<file path="config.mk">
export PLATFORM = sky130hd
export DESIGN_NAME = rsp_fifo
export DESIGN_NICKNAME = d
export VERILOG_FILES = /design/src/design/rsp_pkg.sv /design/src/design/rsp_fifo.sv
export SDC_FILE = /design/constraint.sdc
export NUM_CORES = 1
export LEC_CHECK = 0
export BUFFER_PORTS_ARGS = -buffer_cell sky130_fd_sc_hd__clkbuf_2
export CAP_MARGIN = 20
export CORE_MARGIN = 5
export CORE_UTILIZATION = 56
export CTS_BUF_LIST = sky130_fd_sc_hd__clkbuf_8
export CTS_CLUSTER_SIZE = 24
export DETAILED_ROUTE_END_ITERATION = 8
export GPL_TIMING_DRIVEN = 0
export HOLD_SLACK_MARGIN = 0.08
export PLACE_DENSITY = 0.83
export SYNTH_ARGS = -nofsm -noshare
export SYNTH_HDL_FRONTEND = slang
export SYNTH_SLANG_ARGS = --single-unit
</file>
<file path="constraint.sdc">
create_clock -name clk -period 2.5 [get_ports clk]
set_clock_uncertainty 0.05 [all_clocks]
set_input_delay 0.5 -clock clk [delete_from_list [all_inputs] [get_ports clk]]
set_output_delay 0.5 -clock clk [all_outputs]
set_load 0.01 [all_outputs]
</file>
<file path="src/design/rsp_pkg.sv">
// Shared types, constants and GF(2^8) arithmetic for the Reed-Solomon parity encoder.
// Used by every module of the encoder; depends on nothing else.
package rsp_pkg;

	localparam int BYTE_W = 8;
	localparam int CFG_W = 6;
	localparam logic [CFG_W-1:0] PARITY_RESET = 6'd10;
	localparam logic [BYTE_W-1:0] GF_REDUCE = 8'h1D;
	localparam logic [BYTE_W-1:0] GF_ONE = 8'h01;

	typedef struct packed {
		logic [BYTE_W-1:0] data;
		logic              last;
	} word_t;

	function automatic logic [BYTE_W-1:0] gf_xtime(input logic [BYTE_W-1:0] a);
		logic [BYTE_W-1:0] r;
		r = {a[BYTE_W-2:0], 1'b0};
		if (a[BYTE_W-1]) begin
			r = r ^ GF_REDUCE;
		end
		return r;
	endfunction

	function automatic logic [BYTE_W-1:0] gf_mul(input logic [BYTE_W-1:0] a,
		input logic [BYTE_W-1:0] b);
		logic [BYTE_W-1:0] x;
		logic [BYTE_W-1:0] acc;
		x = a;
		acc = '0;
		for (int i = 0; i < BYTE_W; i++) begin
			if (b[i]) begin
				acc = acc ^ x;
			end
			x = gf_xtime(x);
		end
		return acc;
	endfunction

endpackage

</file>
<file path="src/design/rsp_fifo.sv">
// Two-entry word queue between the input handshake and the LFSR stage.
// Depends on rsp_pkg for the word type.
module rsp_fifo (
	input  logic          clk,
	input  logic          arst_n,
	input  logic          push_valid,
	output logic          push_ready,
	input  rsp_pkg::word_t push_word,
	output logic          pop_valid,
	input  logic          pop_ready,
	output rsp_pkg::word_t pop_word
);

	rsp_pkg::word_t mem_q [2];
	logic       wr_ptr_q;
	logic       rd_ptr_q;
	logic [1:0] count_q;
	logic       push;
	logic       pop;

	assign push_ready = (count_q != 2'd2);
	assign pop_valid = (count_q != 2'd0);
	assign pop_word = mem_q[rd_ptr_q];
	assign push = push_valid && push_ready;
	assign pop = pop_valid && pop_ready;

	always_ff @(posedge clk or negedge arst_n) begin
		if (!arst_n) begin
			wr_ptr_q <= 1'b0;
			rd_ptr_q <= 1'b0;
			count_q <= 2'd0;
		end else begin
			if (push) begin
				wr_ptr_q <= ~wr_ptr_q;
			end
			if (pop) begin
				rd_ptr_q <= ~rd_ptr_q;
			end
			if (push && !pop) begin
				count_q <= count_q + 2'd1;
			end else if (pop && !push) begin
				count_q <= count_q - 2'd1;
			end
		end
	end

	always_ff @(posedge clk) begin
		if (push) begin
			mem_q[wr_ptr_q] <= push_word;
		end
	end

endmodule

</file>
# Yosys cells after proc, flatten, opt, wreduce, memory -nomap -nowiden
# Memory sizes are Yosys's and may differ from the RTL's.
# Cells that the tools add are included.
# word_totals
ff_bits,4
latch_bits,0
mem_bits_rw,18
romBits,0
in_bits,13
output_inout_bits,11
n_memories,1
# memory_table
memory,depth,width,read_ports,rd_clocked_by_memory_dff,write_ports,line,text
mem_q,2,9,1,0,1,rsp_fifo.sv:14,rsp_pkg::word_t mem_q [2];
# classes
addsub,2
multipliers,0
div,0
n_lt_le_gt_ge,0
n_eq_ne,1
shift,0
mux,4
bitwise_logic,2
reduce_logical,8
# op_table
op,count
$logic_and 1x1->1,4
$mux 2,2
$reduce_bool 2->1,2
$add 2x1->2 const B,1
$logic_not 1->1,2
$mux 1,2
$ne 2x2->1 const B,1
$not 1->1,2
$sub 2x1->2 const B,1

# Longest topological paths before layout
# logic_depth
word_depth,6
mapped_depth,7
mapped_depth_nobuf,7

# Least setup slack after synthesis
# No wires, ideal clock.
# synth_timing
kind,register to register
startpoint,register count_q[0]
endpoint,"memory mem_q[0][0] in the netlist's numbering, enable pin"
t_arrival_ps,1057
slack_ps,1019
stages_incl_launch_ff,4
cell_sequence,dfrtp_1 > nand2b_4 > nand2_1 > nor2_1
# synth_between
elab_chain_len,4
# synth_lines
item,line,text
from (decl),rsp_fifo.sv:17,logic [1:0] count_q;
from (signal assigned),rsp_fifo.sv:40,count_q <= count_q + 2'd1;
from (signal assigned),rsp_fifo.sv:42,count_q <= count_q - 2'd1;
$ne 2x2->1,rsp_fifo.sv:21,assign push_ready = (count_q != 2'd2);
via push_ready,rsp_fifo.sv:7,"output logic push_ready,"
$logic_and 1x1->1,rsp_fifo.sv:24,assign push = push_valid && push_ready;
$mux 1,rsp_fifo.sv:48,if (push) begin
$mux 1 (implied by the code),rsp_fifo.sv:49,mem_q[wr_ptr_q] <= push_word;
to (decl),rsp_fifo.sv:14,
# The timed path passes the listed nets, and every way through them passes these cells.

==> metrics.txt <==
hold crit path type=input pin to register; Synth Area in Compound Gates=0; post-CTS setup buffer count=0; I/O Buffers=23; GRT Resource Usage Total=0.117; CTS buffer count=3; first-pass GRT wire length=between 2 and 2.5 mm; static leakage=0.000450 uW; WL per Instance=14.2 um; main combinational cell family by area after synthesis=multiplexers; Commonest cells post-synth=18 x edfxtp_1, 9 x mux2_2, 4 x dfrtp_1, 3 x xnor2_1; Nets=89; most used flip-flop cell after synthesis=edfxtp_1; worst r2r src=count_q[0]; htree depth=1; Max Slew Vio Count=0; grt total ovfl=0; Min Clock Period, post-route=1800 ps; I/O pins=24; vias=~460; Clock Sinks=22; status=complete, no violations; Cell variety after synth=14; Setup Crit Path Kind=register to output pin; core area=0.00149 mm^2; Rel. slew slack=0.487; Synth Warn #=0; max cap viols=0; sequential fraction of the synthesis area=0.744; initial antenna violation count=0; main area contributors after synthesis=edfxtp_1 63%, mux2_2 12%, dfrtp_1 12%; CTS tree=yes; Die W=49.2 um; synthesis-stage register bit count=22; Synth area leader=edfxtp_1; die span in y=a little under 50 um; most frequent cell after synthesis=edfxtp_1; Req. time, crit path=1950 ps; area of the mapped netlist=861 um^2; syn_area_per_cell=18.7 um^2; wirelength, routed=1.28 mm; Initial Util=0.578; Power Density=~1200 mW/mm^2; post-synthesis mux area share=0.118; TritonRoute pass-1 iters=4; drt drc=0; cell area after layout=0.00108 mm^2; Worst Max-Slew Pin Slew=about 770 ps; clk_lat worst skew=250 ps; synthesis-to-finish area growth=25.1%; cts hold-fix bufs=1; Final TNS setup=0 ps; FF-to-FF End=mem_q[0][1]; Crit. End Element=output pin; worst slack, placed=776 ps; post-cts gate resize count=0; Fmax=around 560 MHz; Hold Vio Cnt, Final=0; CP Launch Type=register; Placed Area=996 um^2; hold path depth=1; vias in the first global route=452; die footprint=0.00242 mm^2; Worst Hold Launch=push_word[0]; PnR Total Power=1310 uW; utilization after layout=0.724; root buf cell=clkbuf_8; WP data arrival=1250 ps; Yosys top cell area share=0.628; Synth Area in Simple Gates=0.0596; Hold Crit Endpoint=mem_q[1][0]; Rows=14; Final WS setup=699 ps; Final setup viols=0; Reg2Reg Depth=3; GP Congestion=0.666; DR iter-0 viols=2; crit-path max FO=10; largest net degree at the start of global routing=14; R2R setup slack=820 ps; Syn Inst Count=46; Ant. Diodes=0; ANT nets after route=0; clock slew at reported path FFs=80 ps; Post-synth EDFFs=18; share of layout cells above drive strength 1=0.541; Synth Area in XOR/XNOR=0.0509; adder-cell share of the synthesized area=0.0145; routed vias/inst=roughly 5.1; Synth Net Count=60; FFs w/ async S/R, synth=0.182; crit share post-route=0.721; VDD IR max=846 uV; CTS Buffer Depth=2; unrepaired setup endpoints after global routing=no
==> stage by stage <==
step	hold WS, ps	cells
6_report	374	90
5_1_grt	357	90
4_1_cts	371	90
3_5_place_dp	264	85
3_3_place_gp	264	85
2_1_floorplan	154	46
==> kinds of logic (layout without fill, tap and decap cells) <==
kind of cell	count (synthesis)	after routing
fa+ha+maj	1	1
mux	9	9
flops	22	22
buf+inv	2	30
xor+xnor	5	5
simple gates	7	7
==> cell type report <==
| type | instances | area (um^2) |
|---|---|---|
| sequential | 22 | 641 |
| multi-input combinational | 22 | 209 |
| inverter | 1 | 3.75 |
| clock buffer | 3 | 41.3 |
| buffer | 1 | 7.51 |
| clock inverter | 1 | 30.0 |
| fill | 106 | 412 |
| timing repair buffer | 24 | 125 |
| tap | 16 | 20.0 |
==> layer usage <==
metal	share of wire	routed length (um)	track usage	up-vias
li1	-	-	-	222
met1	0.40	513	0.142	218
met2	0.53	671	0.174	14
met3	0.057	73	0.0489	2
met4	0.013	17	0.0628	0
met5	0	0	0	-
==> placed cells by master (no fill, tap or decap), types with 2 or more instances in the layout <==
cell type	count
dfrtp_1	4
clkbuf_8	3
clkbuf_2	23
nor2_1	2
mux2_2	9
xnor2_1	3
edfxtp_1	18
xor2_1	2
==> how the worst max path moves through the flow <==
| stage | from | endpoint | slack (ps) |
|---|---|---|---|
| global placement | push_valid | mem_q[0][6] | 790 |
| floorplan | count_q[0] | mem_q[0][0] | 1020 |
| finish | rd_ptr_q | pop_word[5] | 700 |
| global route | rd_ptr_q | pop_word[5] | 630 |
| CTS | rd_ptr_q | pop_word[5] | 690 |
| detailed placement | push_valid | mem_q[0][6] | 780 |
==> power by group <==
group	switching (uW)	internal [uW]	leakage (uW)
registers	45.2	512	0.000214
logic	217	219	0.000200
clock network	107	214	0.0000357
total	369	945	0.000450
==> flip-flops by register name, indices dropped and copies added, names as in the netlist <==
signal / count
mem_q: 18
count_q: 2
rd_ptr_q: 1
wr_ptr_q: 1
==> worst max-delay path, stage by stage, from the launching register on <==
cell	delay, ps
dfrtp_1	320
buf_4	180
mux2_2	350
clkbuf_2	130
Power figures use the tool's default switching activity.
