<file path="src/design/rsp_pkg.sv">
// Shared types, constants and GF(2^8) arithmetic for the Reed-Solomon parity encoder.
// Used by every module of the encoder; depends on nothing else.
package rsp_pkg;

	localparam int BYTE_W = 8;
	localparam int CFG_W = 6;
	localparam logic [CFG_W-1:0] PARITY_RESET = 6'd10;
	localparam logic [BYTE_W-1:0] GF_REDUCE = 8'h1D;
	localparam logic [BYTE_W-1:0] GF_ONE = 8'h01;

	typedef struct packed {
		logic [BYTE_W-1:0] data;
		logic              last;
	} word_t;

	function automatic logic [BYTE_W-1:0] gf_xtime(input logic [BYTE_W-1:0] a);
		logic [BYTE_W-1:0] r;
		r = {a[BYTE_W-2:0], 1'b0};
		if (a[BYTE_W-1]) begin
			r = r ^ GF_REDUCE;
		end
		return r;
	endfunction

	function automatic logic [BYTE_W-1:0] gf_mul(input logic [BYTE_W-1:0] a,
		input logic [BYTE_W-1:0] b);
		logic [BYTE_W-1:0] x;
		logic [BYTE_W-1:0] acc;
		x = a;
		acc = '0;
		for (int i = 0; i < BYTE_W; i++) begin
			if (b[i]) begin
				acc = acc ^ x;
			end
			x = gf_xtime(x);
		end
		return acc;
	endfunction

endpackage

</file>
<file path="src/design/rsp_unload.sv">
// Parity unload register: holds one finished remainder and shifts it out word by word.
// Depends on rsp_pkg for the byte width.
module rsp_unload #(
	parameter int MAX_PARITY = 32,
	parameter int PW = 6,
	parameter int IW = 5
) (
	input  logic                       clk,
	input  logic                       arst_n,
	input  logic                       load,
	input  logic [rsp_pkg::BYTE_W-1:0] snap [MAX_PARITY],
	input  logic [PW-1:0]              p_eff,
	input  logic [IW-1:0]              top_idx,
	output logic                       load_ok,
	output logic                       out_valid,
	input  logic                       out_ready,
	output logic [rsp_pkg::BYTE_W-1:0] parity_byte,
	output logic                       last_parity
);

	logic [rsp_pkg::BYTE_W-1:0] shift_q [MAX_PARITY];
	logic [PW-1:0]              count_q;
	logic                       fire;

	assign out_valid = (count_q != '0);
	assign fire = out_valid && out_ready;
	assign last_parity = (count_q == PW'(1));
	assign load_ok = !out_valid || (last_parity && out_ready);
	assign parity_byte = shift_q[top_idx];

	always_ff @(posedge clk or negedge arst_n) begin
		if (!arst_n) begin
			count_q <= '0;
		end else if (load) begin
			count_q <= p_eff;
		end else if (fire) begin
			count_q <= count_q - PW'(1);
		end
	end

	always_ff @(posedge clk) begin
		if (load) begin
			shift_q <= snap;
		end else if (fire) begin
			shift_q[0] <= '0;
			for (int d = 1; d < MAX_PARITY; d++) begin
				shift_q[d] <= shift_q[d-1];
			end
		end
	end

endmodule

</file>
<file path="config.mk">
export PLATFORM = sky130hd
export DESIGN_NAME = rsp_unload
export DESIGN_NICKNAME = d
export VERILOG_FILES = /design/src/design/rsp_pkg.sv /design/src/design/rsp_unload.sv
export SDC_FILE = /design/constraint.sdc
export NUM_CORES = 1
export LEC_CHECK = 0
export BUFFER_PORTS_ARGS = -buffer_cell sky130_fd_sc_hd__buf_4
export CELL_PAD_IN_SITES_DETAIL_PLACEMENT = 1
export CELL_PAD_IN_SITES_GLOBAL_PLACEMENT = 2
export CORE_ASPECT_RATIO = 0.6
export CORE_MARGIN = 2
export CORE_UTILIZATION = 43
export CTS_BUF_LIST = sky130_fd_sc_hd__clkbuf_16
export CTS_CLUSTER_DIAMETER = 200
export CTS_CLUSTER_SIZE = 25
export DETAILED_ROUTE_END_ITERATION = 10
export GPL_ROUTABILITY_DRIVEN = 0
export MAX_ROUTING_LAYER = met4
export PLACE_DENSITY_LB_ADDON = 0.1
export SLEW_MARGIN = 20
export SYNTH_ARGS = -nofsm -noshare
export SYNTH_HDL_FRONTEND = slang
export SYNTH_SLANG_ARGS = --single-unit
</file>
<file path="constraint.sdc">
create_clock -name clk -period 7.7 [get_ports clk]
set_input_delay 0.385 -clock clk [delete_from_list [all_inputs] [get_ports clk]]
set_output_delay 0.385 -clock clk [all_outputs]
set_load 0.005 [all_outputs]
</file>
# Word level (Yosys, flattened, before mapping)
# Index checks and enable logic that the tools add are counted.
# op_classes
addsub	1
multipliers	0
div_mod_pow	0
n_lt_le_gt_ge	1
n_eq_ne	1
shift	0
muxes	7
n_bitwise	1
reduce_logical	6
# op_table
op	count
2-to-1 mux 256 bit	2
binary-select mux 8 bit (select 5 bit)	1
2-to-1 mux 8 bit	2
2-to-1 mux 6 bit	2
== test 6 x 1 -> 1 bit (second input constant)	1
>= comparator 6 bit (second input constant)	1
NOT 5 -> 6 bit	1
nonzero test 6 bit	1
subtractor 6 x 1 -> 6 bit (second input constant)	1
logical AND 1 bit	2
nonzero test 2 bit	1
zero test 1 bit	1
logical OR 1 bit	1
# word_totals
regBits	262
latch_bits	0
ram_bits	0
rom_bits	0
input_bits	271
out_inout_bits	11
wordCells	50
mem_count	0

# Depth between registers and ports, before layout
# depth
depth_word	4
mapped_depth	6
depth_no_buf	5

# Worst setup path after synthesis
# No wires, ideal clock.
# synth_path
kind	input-to-reg
start	in load
end	reg shift_q[0] (netlist bit), enable pin
setup_ns	0.511
arrival_ns	4.133
required_ns	7.189
setup_slack_ns	3.056
path_stages	3
n_path_buf	2
cell_sequence	clkbuf_1 > buf_1 > or2_2
# synth_via
elab_chain_cells	1
# synth_rtl
element	line_no	source
from (decl)	rsp_unload.sv:10	input logic load,
nonzero test 2 bit (no source line)	-	
to (signal assigned)	rsp_unload.sv:43	shift_q <= snap;
to (signal, indexed assignment)	rsp_unload.sv:47	shift_q[d] <= shift_q[d-1];
to (decl)	rsp_unload.sv:21	logic [rsp_pkg::BYTE_W-1:0] shift_q [MAX_PARITY];
# Every way passes these cells.
# A chain may end at the register's enable or synchronous reset.

# Final worst setup path
# layout_path
start	in top_idx[1]
end	out parity_byte[3] (netlist bit)
# layout_via
elab_chain_cells	4
# layout_rtl
element	line_no	source
from (decl)	rsp_unload.sv:13	input logic [IW-1:0] top_idx,
NOT 5 -> 6 bit (not written as such)	rsp_unload.sv:29	assign parity_byte = shift_q[top_idx];
binary-select mux 8 bit (select 5 bit)	rsp_unload.sv:29	
2-to-1 mux 8 bit (not written as such) (2 in a row)	rsp_unload.sv:29	
to (decl)	rsp_unload.sv:17	output logic [rsp_pkg::BYTE_W-1:0] parity_byte,
# Every way passes these cells. The select of a mux whose other input is x is not followed.

==> flow_summary_export.csv <==
group,metric,value,unit
job,max_cap_viol_count,0,
critical_path,worstSetupEndpointType,"primary output",
worst_hold_path,min_to,"count_q[4]",
grt,grt_pass1_vias,8322,
synthesis,avgSynthCellArea,18.7,sq um
clock_network,cts_root_buf,"clkbuf_16",
clock_network,htreeDepth,1,
die,die_y,139,microns
sta,skew,0.0220,ns
drt,finalWirelength,38900,microns
drt,drc,0,
drt,dr.pass1.iters,5,
grt,antenna_found_initial,3,
clock_network,clkSinkCount,262,
clock_network,cts_tree,"built",
synthesis,async_reset_ff_frac,0.0229,
clock_network,postCtsSetupBuffers,0,
clock_network,clkSlewWorstSetupHoldPaths,0.10,ns
critical_path,r2r_slack,4.40,ns
grt,grt_usage,0.251,
sta,relSlewSlack,0.331,
critical_path,r2r_end,"shift_q[97]",
synthesis,ys_warn_count,0,
placed_design,port_buffers,281,
clock_network,cts_resized,0,
sta,rsz0062_at_grt,"no",
critical_path,worstSetupStartpointType,"input port",
die,io-pin-count,282,
grt,grt-ovfl-total,0,
worst_hold_path,hp-start,"p_eff[4]",
sta,post-route-period-util,0.451,
sta,hold_slack,0.105,ns
synthesis,synth_nets,969,
clock_network,clkLatencyLatePin,0.49,ns
drt,wl_per_cell,28.5,microns
die,die_w,229,microns
die,initial_utilization,0.436,
critical_path,rr_worst_depth,6,
sta,fin_crit,3.48,ns
worst_hold_path,hold_path.class,"in -> reg",
critical_path,arrival,3.09,ns
sta,finalSetupViolCount,0,
final_layout,layout-drive-gt1-share,0.669,
sta,tightest_slew,1.00,ns
pwr,leakagePower,5.94,nW
die,core,29900,sq um
critical_path,path_common_cell,"buf_4",
die,std_cell_rows,49,
placed_design,hpwlAfterDp,29000,microns
drt,viasPerCell,5.78,
critical_path,worstPathRequired,7.32,ns
sta,final_max_slew_viol_count,0,
drt,drt_iter0_markers,789,
final_layout,final_core_utilization,0.533,
synthesis,ys_seq_area_frac,0.601,
grt,grt_max_degree,203,
clock_network,cts_inserted_buffers,14,
drt,final_antenna_net_count,0,
outcome,status,"complete, no violations",
synthesis,ys_seq_elements,262,
critical_path,r2r-start,"count_q[0]",
final_layout,final_common_cell,"buf_4",
final_layout,fill_cells,2796,
drt,dr_total_vias,7891,
pwr,ir_drop,0.000127,V
final_layout,nNetsFinal,1224,
synthesis,synth-edff-count,256,
pwr,p_per_area,204,nW/um^2
placed_design,dpl_worst_slack,4.13,ns
clock_network,postCtsHoldBufs,1,
clock_network,clock_path_buffers,3,
die,die_area,31800,sq um
synthesis,synth_cell_types,30,
critical_path,path_delay_family,"multiplexers",
critical_path,cp_num_buf_inv,3,
final_layout,final_cell_mix,"buf_4, mux2_2, edfxtp_1",
synthesis,yosys_most_used_dff,"edfxtp_1",
sta,finalSetupTns,0,ns
worst_hold_path,hold_depth,3,
critical_path,crit_path_cell_trace,"buf_4 -> buf_4 -> mux4_2 -> mux4_2 -> mux2_2 -> buf_4",
sta,final.setup.worst_slack,4.22,ns
critical_path,path_max_fanout,33,
sta,max_freq,0.288,GHz
synthesis,syn_area,13000,sq um
synthesis,syn_inst,696,
grt,grt_pass1_wl,57100,microns
critical_path,critPathKind,"in -> out",
critical_path,slowest_delay,0.63,ns
critical_path,cp_slowest_cell,"buf_4",
final_layout,syn_to_final_growth,22.3,%
sta,hold_violations,0,
==> worst reg2reg max path: stages (launching register included) <==
cell      delay [ns]
dfrtp_1         0.40
inv_1           0.08
ha_1            0.29
a21boi_0        0.33
or2_4           0.69
buf_12          0.45
buf_16          0.55
==> kinds of logic after synthesis <==
logic type	Yosys count	share of synthesized area
mux	337	0.360
fa+ha+maj	2	0.00192
simple gates	30	0.0128
flops	262	0.601
buf+inv	52	0.0177
compound gates	13	0.00691
==> area by class of cell <==
| class | count | area [sq um] | area share |
|---|---|---|---|
| clock inverter | 6 | 35.0 | 0.00220 |
| multi-input combinational | 382 | 4980 | 0.312 |
| timing repair buffer | 287 | 2200 | 0.138 |
| antenna | 1 | 2.50 | 0.000157 |
| sequential | 262 | 7840 | 0.491 |
| tap | 408 | 510 | 0.0320 |
| inverter | 4 | 15.0 | 0.000941 |
| clock buffer | 15 | 375 | 0.0235 |
==> routing by layer <==
metal  vias to the layer above  part of all wire  wire (microns)  global-route usage
met3                        29             0.083            3230              0.0580
met5                         -                 0               0                   -
li1                       3366                 -               -                   -
met1                      4192              0.45           17300               0.362
met4                         0             0.011             445              0.0314
met2                       304              0.46           17900               0.377
==> worst max-delay path by stage <==
stage	start	endpoint	slack, ns	cells past startpoint
3_5_place_dp	top_idx[1]	parity_byte[3]	4.13	6
5_1_grt	top_idx[1]	parity_byte[3]	4.02	6
2_1_floorplan	load	shift_q[0]	3.06	3
6_report	top_idx[1]	parity_byte[3]	4.22	6
3_3_place_gp	top_idx[1]	parity_byte[3]	4.21	6
4_1_cts	top_idx[1]	parity_byte[3]	4.14	6
==> registers in the layout (all words and copies together), names as in the netlist <==
signal	count
count_q	6
shift_q	256
==> report_power, final <==
group / total (mW) / internal, mW / switching (mW) / leakage, nW
Clock: 0.823 / 0.358 / 0.464 / 0.218
Combinational: 0.551 / 0.340 / 0.211 / 3.03
Sequential: 1.88 / 1.76 / 0.121 / 2.69
==> cell usage after synthesis, types with 2 or more instances <==
library cell / instances / area [sq um]
mux2_2: 256 / 2880
and2_1: 9 / 56.3
buf_1: 6 / 22.5
dfrtp_1: 6 / 150
mux4_2: 80 / 1800
ha_1: 2 / 25.0
o211ai_1: 2 / 15.0
or3_1: 2 / 12.5
inv_1: 4 / 15.0
o21ai_0: 3 / 15.0
buf_4: 5 / 37.5
nand2_1: 7 / 26.3
buf_2: 8 / 40.0
clkbuf_1: 28 / 105
a31oi_1: 3 / 18.8
edfxtp_1: 256 / 7690
or4_1: 2 / 15.0
nor2_1: 5 / 18.8
==> through the flow <==
stage               power [mW]  instance area (sq um)  cells
finish                    3.26                  16000   1365
global route              3.37                  16000   1365
CTS                       3.29                  15900   1363
detailed placement        2.46                  15500   1341
global placement          2.44                  15500   1341
floorplan                 2.18                  13000    696
Note: power is estimated with default switching activity, not from simulation.
