File: src/design/rsp_pkg.sv
// Shared types, constants and GF(2^8) arithmetic for the Reed-Solomon parity encoder.
// Used by every module of the encoder; depends on nothing else.
package rsp_pkg;

	localparam int BYTE_W = 8;
	localparam int CFG_W = 6;
	localparam logic [CFG_W-1:0] PARITY_RESET = 6'd10;
	localparam logic [BYTE_W-1:0] GF_REDUCE = 8'h1D;
	localparam logic [BYTE_W-1:0] GF_ONE = 8'h01;

	typedef struct packed {
		logic [BYTE_W-1:0] data;
		logic              last;
	} word_t;

	function automatic logic [BYTE_W-1:0] gf_xtime(input logic [BYTE_W-1:0] a);
		logic [BYTE_W-1:0] r;
		r = {a[BYTE_W-2:0], 1'b0};
		if (a[BYTE_W-1]) begin
			r = r ^ GF_REDUCE;
		end
		return r;
	endfunction

	function automatic logic [BYTE_W-1:0] gf_mul(input logic [BYTE_W-1:0] a,
		input logic [BYTE_W-1:0] b);
		logic [BYTE_W-1:0] x;
		logic [BYTE_W-1:0] acc;
		x = a;
		acc = '0;
		for (int i = 0; i < BYTE_W; i++) begin
			if (b[i]) begin
				acc = acc ^ x;
			end
			x = gf_xtime(x);
		end
		return acc;
	endfunction

endpackage

File: src/design/rsp_gen.sv
// Generator polynomial builder: multiplies in one factor (x + alpha^i) per cycle.
// Depends on rsp_pkg for GF(2^8) arithmetic.
module rsp_gen #(
	parameter int MAX_PARITY = 32,
	parameter int PW = 6
) (
	input  logic                       clk,
	input  logic                       arst_n,
	input  logic                       restart,
	input  logic [PW-1:0]              p_eff,
	output logic                       ready,
	output logic [rsp_pkg::BYTE_W-1:0] coef [MAX_PARITY]
);

	logic                       ready_q;
	logic                       busy_q;
	logic [PW-1:0]              step_q;
	logic [rsp_pkg::BYTE_W-1:0] root_q;
	logic [rsp_pkg::BYTE_W-1:0] poly_q [MAX_PARITY];
	logic [rsp_pkg::BYTE_W-1:0] poly_nxt [MAX_PARITY];
	logic                       start;

	assign start = !restart && !ready_q && !busy_q;
	assign ready = ready_q;
	assign coef = poly_q;

	always_comb begin
		poly_nxt[0] = rsp_pkg::gf_mul(root_q, poly_q[0]);
		for (int k = 1; k < MAX_PARITY; k++) begin
			poly_nxt[k] = poly_q[k-1] ^ rsp_pkg::gf_mul(root_q, poly_q[k]);
		end
	end

	always_ff @(posedge clk or negedge arst_n) begin
		if (!arst_n) begin
			ready_q <= 1'b0;
			busy_q <= 1'b0;
			step_q <= '0;
			root_q <= rsp_pkg::GF_ONE;
		end else if (restart) begin
			ready_q <= 1'b0;
			busy_q <= 1'b0;
		end else if (start) begin
			busy_q <= 1'b1;
			step_q <= '0;
			root_q <= rsp_pkg::GF_ONE;
		end else if (busy_q) begin
			root_q <= rsp_pkg::gf_xtime(root_q);
			step_q <= step_q + PW'(1);
			if (step_q + PW'(1) == p_eff) begin
				busy_q <= 1'b0;
				ready_q <= 1'b1;
			end
		end
	end

	always_ff @(posedge clk) begin
		if (start) begin
			poly_q[0] <= rsp_pkg::GF_ONE;
			for (int k = 1; k < MAX_PARITY; k++) begin
				poly_q[k] <= '0;
			end
		end else if (busy_q && !restart) begin
			poly_q <= poly_nxt;
		end
	end

endmodule

File: config.mk
export PLATFORM = sky130hd
export DESIGN_NAME = rsp_gen
export DESIGN_NICKNAME = d
export VERILOG_FILES = /design/src/design/rsp_pkg.sv /design/src/design/rsp_gen.sv
export SDC_FILE = /design/constraint.sdc
export NUM_CORES = 2
export LEC_CHECK = 0
export BUFFER_PORTS_ARGS = -buffer_cell sky130_fd_sc_hd__buf_2
export CORE_ASPECT_RATIO = 1.4
export CORE_UTILIZATION = 30
export CTS_BUF_LIST = sky130_fd_sc_hd__clkbuf_16
export DETAILED_ROUTE_END_ITERATION = 16
export HOLD_SLACK_MARGIN = 0.02
export PLACE_DENSITY_LB_ADDON = 0.1
export SETUP_SLACK_MARGIN = 0.5
export SLEW_MARGIN = 25
export SYNTH_ARGS = -nofsm -noshare
export SYNTH_HDL_FRONTEND = slang
export SYNTH_SLANG_ARGS = --single-unit
File: constraint.sdc
create_clock -name clk -period 3 [get_ports clk]
set_input_delay 0.6 -clock clk [delete_from_list [all_inputs] [get_ports clk]]
set_output_delay 0.6 -clock clk [all_outputs]
set_load 0.1 [all_outputs]
======== Yosys cells after proc, flatten, opt, wreduce, memory -nomap -nowiden ========
Cells that the tools add are included.
word-level totals
  bits in registers ....................... 272
  bits in latches ......................... 0
  RAM bits ................................ 0
  bits in read-only memories .............. 0
  input bits .............................. 9
  output and inout bits ................... 257
  word-level logic and storage cells ...... 588
  memories ................................ 0
cells by class
  $add $sub $neg .......................... 1
  $mul .................................... 0
  divide/modulo/power cells ............... 0
  magnitude comparators ................... 0
  eq/ne operators ......................... 2
  shift operators ......................... 0
  muxes and demuxes ....................... 275
  bitwise operators ....................... 263
  reductions and logical operators ........ 11
operators with widths
  cell                                           count
  2-to-1 mux 8 bit                               258
  bitwise XOR 8 bit                              255
  2-to-1 mux 5 bit                               7
  inverter 4 bit                                 7
  2-to-1 mux 6 bit                               2
  2-to-1 mux 1 bit                               8
  adder 6 x 1 -> 6 bit (second input constant)   1
  equality test 6 bit                            1
  nonzero test 2 bit                             3
  logical AND 1 bit                              3
  zero test 1 bit                                3
  AND reduction 3 bit                            1
  inequality test 2 bit (second input constant)  1
  AND reduction 2 bit                            1
  inverter 1 bit                                 1

======== Depth between registers and ports, before layout ========
  depth after elaboration ................. 17
  depth in mapped cells ................... 11
  depth with buffers taken out ............ 7

======== Least setup slack after synthesis ========
Ideal clock, no wire load.
  path type ............................... register to register
  from .................................... register poly_q (netlist bit coef[216])
  to ...................................... register poly_q (netlist bit coef[221])
  arrival ................................. 2545 ps
  required time ........................... 2883 ps
  setup slack ............................. 338 ps
  cell stages (with the launch flop) ...... 9
  path buffers ............................ 1
  path through ............................ dfxtp_1 -> clkbuf_1 -> nand2_1 -> xnor3_1 -> xor2_1 -> xnor3_1 -> xor2_1 -> o21ai_0 -> a22o_1
between the ends
  longest elaborated chain between the ends .. 16
RTL lines
  element                 RTL line       text
  start, declared         rsp_gen.sv:19  logic [rsp_pkg::BYTE_W-1:0] poly_q [MAX_PARITY];
  start signal, assigned  rsp_gen.sv:64  poly_q <= poly_nxt;
  2-to-1 mux 8 bit *      rsp_pkg.sv:32  if (b[i]) begin
  bitwise XOR 8 bit       rsp_pkg.sv:33  acc = acc ^ x;
  2-to-1 mux 8 bit *      rsp_pkg.sv:32
  bitwise XOR 8 bit       rsp_pkg.sv:33
  2-to-1 mux 8 bit *      rsp_pkg.sv:32
  bitwise XOR 8 bit       rsp_pkg.sv:33
  2-to-1 mux 8 bit *      rsp_pkg.sv:32
  bitwise XOR 8 bit       rsp_pkg.sv:33
  2-to-1 mux 8 bit *      rsp_pkg.sv:32
  bitwise XOR 8 bit       rsp_pkg.sv:33
  2-to-1 mux 8 bit *      rsp_pkg.sv:32
  bitwise XOR 8 bit       rsp_pkg.sv:33
  2-to-1 mux 8 bit *      rsp_pkg.sv:32
  bitwise XOR 8 bit       rsp_pkg.sv:33
  2-to-1 mux 8 bit *      rsp_pkg.sv:32
  bitwise XOR 8 bit *     rsp_gen.sv:30  poly_nxt[k] = poly_q[k-1] ^ rsp_pkg::gf_mul(root_q, poly_q[k]);
Every way passes the cells marked *; elsewhere a longest branch is shown, timed or not.
A chain may end at the register's enable or synchronous reset.

======== Worst setup path after layout ========
  from .................................... register root_q[5] in the netlist's numbering
  to ...................................... register poly_q (netlist bit coef[176])
between the ends
  longest elaborated chain between the ends .. 12
RTL lines
  element                 RTL line       text
  start, declared         rsp_gen.sv:18  logic [rsp_pkg::BYTE_W-1:0] root_q;
  start signal, assigned  rsp_gen.sv:39  root_q <= rsp_pkg::GF_ONE;
  start signal, assigned  rsp_gen.sv:46  root_q <= rsp_pkg::GF_ONE;
  start signal, assigned  rsp_gen.sv:48  root_q <= rsp_pkg::gf_xtime(root_q);
  2-to-1 mux 5 bit *      rsp_pkg.sv:19  if (a[BYTE_W-1]) begin
  bitwise XOR 8 bit       rsp_pkg.sv:33
  2-to-1 mux 8 bit        rsp_pkg.sv:32
  bitwise XOR 8 bit       rsp_pkg.sv:33
  2-to-1 mux 8 bit        rsp_pkg.sv:32
  bitwise XOR 8 bit       rsp_pkg.sv:33
  2-to-1 mux 8 bit        rsp_pkg.sv:32
  bitwise XOR 8 bit       rsp_pkg.sv:33
  2-to-1 mux 8 bit        rsp_pkg.sv:32
  bitwise XOR 8 bit       rsp_pkg.sv:33
  2-to-1 mux 8 bit *      rsp_pkg.sv:32
  bitwise XOR 8 bit *     rsp_gen.sv:30
Marked as above.

==> impl_metrics.toml <==
[power_and_ir_drop]
cellLeakagePower_uw = 0.0189
clkPwrFrac_pct = 9.5
powerDensity_mw_per_mm2 = 972
combPwrFrac_pct = 68.6
ir_worst_vdd_mv = 0.767
internal_power_uw = 20100
pwr-share-seq_pct = 21.9
swShare_pct = 59.5
switchingPower_uw = 29600
finalPower_uw = 49700

[placement]
place.gp.congestion = 0.816
dp.cells = 7107
place_ws_ns = 0.200
dp_hpwl_microns = 104000
io_buffers = 265

[sta]
timing.slew.headroom_pct = 47.4
hold_violations = 0
rsz0062_at_grt = "true"
maxSlewViolCount = 0
whs_ns = 0.328
fmax_mhz = 374
worst_slew_pin_slew_ns = 0.788
fin_skew_ns = 0.0135
tns_ns = 0
period_share_pct = 89.2
fin_ws_ns = 0.324
setup_viol = 0
min_period_ns = 2.68

[synth]
synth_seq_area_share_pct = 14.8
yosysTopAreaCell = "xnor2_1"
ys.flop_type = "dfxtp_1"
ys_warn_count = 0
yosys-top-cells-area = "xnor2_1 32%, nand2_1 22%, dfxtp_1 14%, xor2_1 9.5%, o21ai_0 3.7%"
synth.net_count = 5582
syn_avg_cell_area_sq_um = 6.70
synth_top_cell_area_share_pct = 32.2
synth_seq_cells = 272
synthCells = 5572
syn-cell-area_sq_mm = 0.0373
yosysUniqueCellTypes = 47
synth_edf_count = 0
synthArstFlopShare_pct = 5.88

[worst_hold_path]
hold_start = "restart"
hold_class = "in2reg"

[final_layout]
syn_to_final_growth_pct = 36.9
final_nets = 5892
final_layout_size_suffix_gt1_share_pct = 24.3
final_cells = 7528

[floorplan]
core_sq_mm = 0.123
die_h_microns = 419
fp.dieW_microns = 300
die-area_sq_mm = 0.126
top_level_ports = 266
rows = 152
start_util_pct = 30.3

[clock_network]
clock_latency_ns = 0.61
clockBufferDepth = 3
cts_tree = "built"
htreeDepth = 2
clk_pin_slew_ns = 0.06
cts-root-buf = "clkbuf_16"
cts.sinks = 272
cts_inserted_buffers = 41

[worst_setup_path]
setup.worst_path.start = "root_q[5]"
slowest_delay_ns = 0.51
required_ns = 3.47
r2r_start = "root_q[5]"
slowest_stage = "dfrtp_4"
start_kind = "flip-flop"
critPathMaxFanout = 7
cp_cell_sequence = "buf_6 -> xor2_4 -> xnor2_4 -> buf_6 -> buf_6 -> buf_12 -> buf_12 -> buf_8 -> nand2_4 -> xor2_2 -> xnor2_1 -> xnor2_1 -> o21ai_1"
crit_top_cell = "buf_6"
criticalPathCategory = "reg2reg"
critPathCaptureType = "flip-flop"
worstPathArrival_ns = 3.15

[grt]
grt_max_degree = 82
grt_usage_pct = 28.4
overflow = 0
grt_pass1_wl_microns = 262000
antenna_found_initial = 4
grt_pass1_vias = 35200

[flow_run]
cap_violations = 0

[drt]
ant_nets = 0
drt_wl_total_microns = 195000
wl_per_cell_microns = 25.9
drtPass1Iterations = 6
vias = 38500
routed_via_density = 5.12
drt_iter0_markers = 3095
drc_errors = 0

[outcome]
run_status = "completed"
[synth_stat cells, types with 2 or more instances]
cell / instances
a21oi_1: 119
a22o_1: 43
a22oi_1: 46
a31oi_1: 2
a41oi_1: 2
and2_1: 3
and3_1: 15
buf_1: 91
buf_2: 117
buf_4: 18
buf_6: 4
clkbuf_1: 324
dfrtp_1: 15
dfxtp_1: 256
inv_1: 59
mux2i_1: 14
nand2_1: 2154
nand2_2: 10
nand2b_1: 3
nand3_1: 4
nor2_1: 14
nor3_1: 2
nor3b_1: 9
nor4_1: 2
o211ai_1: 14
o21ai_0: 273
o21ai_1: 36
o22ai_1: 56
xnor2_1: 1373
xnor2_2: 14
xnor3_1: 53
xor2_1: 406
xor2_2: 6
xor2_4: 2
[what timing repair did]
| item | CTS | global route |
|---|---|---|
| cloned | 37 | 36 |
| endpoints found under the hold margin | 15 | 0 |
| hold buffers | 1 | 0 |
| setup buffers | 122 | 153 |
| endpoints found under the setup margin | 243 | 237 |
| pin swaps | 91 | 580 |
| resized for setup | 200 | 801 |
[critical path, delay by kind of cell (launching register included)]
family          cells  cell delay (ns)
xor+xnor            5             1.02
flops               1             0.51
simple gates        1             0.05
compound gates      1             0.07
buf+inv             6             0.88
[power by group through the flow]
stage / Combinational, uW / Sequential [uW] / Clock [uW]
CTS: 30900 / 10600 / 4800
floorplan: 16400 / 15800 / 0
detailed placement: 29000 / 10600 / 0
global route: 35600 / 11200 / 4870
finish: 34100 / 10900 / 4700
global placement: 28800 / 10600 / 0
[routing by layer]
layer,global-route usage (%),share of wire [%],vias to the layer above,wire length [microns]
li1,-,-,17700,-
met1,35.7,41,18900,79800
met2,49.4,48,1533,93900
met3,3.59,6.5,378,12700
met4,9.88,4.3,0,8350
met5,0,0,-,0
[path summary, 6_finish.rpt]
check,cells past startpoint,end,slack (ns)
max in group asynchronous,2,root_q[5],2.09
setup reg to reg,13,coef[176],0.32
hold / removal,2,ready,0.33
min in group asynchronous,2,root_q[6],0.51
hold reg to reg,2,step_q[5],0.51
setup / recovery,13,coef[176],0.32
[cell families after synthesis]
kind of cell / share of synthesized area (%)
buffers and inverters: 6.82
AO/OA/AOI/OAI: 9.14
XOR/XNOR: 46.2
flip-flops: 14.8
AND/OR/NAND/NOR: 22.6
multiplexers: 0.376
adder cells (fa/ha/maj): 0.0335
[placed cells by master (no fill, tap or decap), drive strengths merged, types with 3 or more instances in the layout]
| cell type | instances |
|---|---|
| a21oi | 119 |
| a22o | 43 |
| a22oi | 46 |
| and2 | 3 |
| and3 | 15 |
| buf | 772 |
| bufbuf | 7 |
| clkbuf | 82 |
| clkinv | 13 |
| dfrtp | 15 |
| dfxtp | 256 |
| diode | 4 |
| inv | 73 |
| mux2i | 14 |
| nand2 | 2164 |
| nand2b | 3 |
| nand3 | 4 |
| nor2 | 14 |
| nor3b | 9 |
| o211ai | 14 |
| o21ai | 309 |
| o22ai | 56 |
| xnor2 | 1388 |
| xnor3 | 53 |
| xor2 | 414 |
[area by class of cell]
class,count,area [sq um]
clock inverters,27,108
flip-flops and latches,272,5600
fillers,12500,72000
well taps,1617,2020
inverters,59,223
multi-input cells,4687,32900
diodes,4,10.0
clock buffers,41,1030
repair buffers,821,9210
[stage by stage]
step           utilization, %  area (sq um)
5_1_grt                  41.5         51100
6_report                 41.5         51100
2_1_floorplan               -         37300
3_3_place_gp             33.2         40800
3_5_place_dp             33.2         40800
4_1_cts                  36.7         45200
[registers in the layout (all words and copies together) (netlist names)]
register and flops:
coef 256, root_q 8, step_q 6, busy_q 1, ready 1
(Power assumes the default switching activity.)
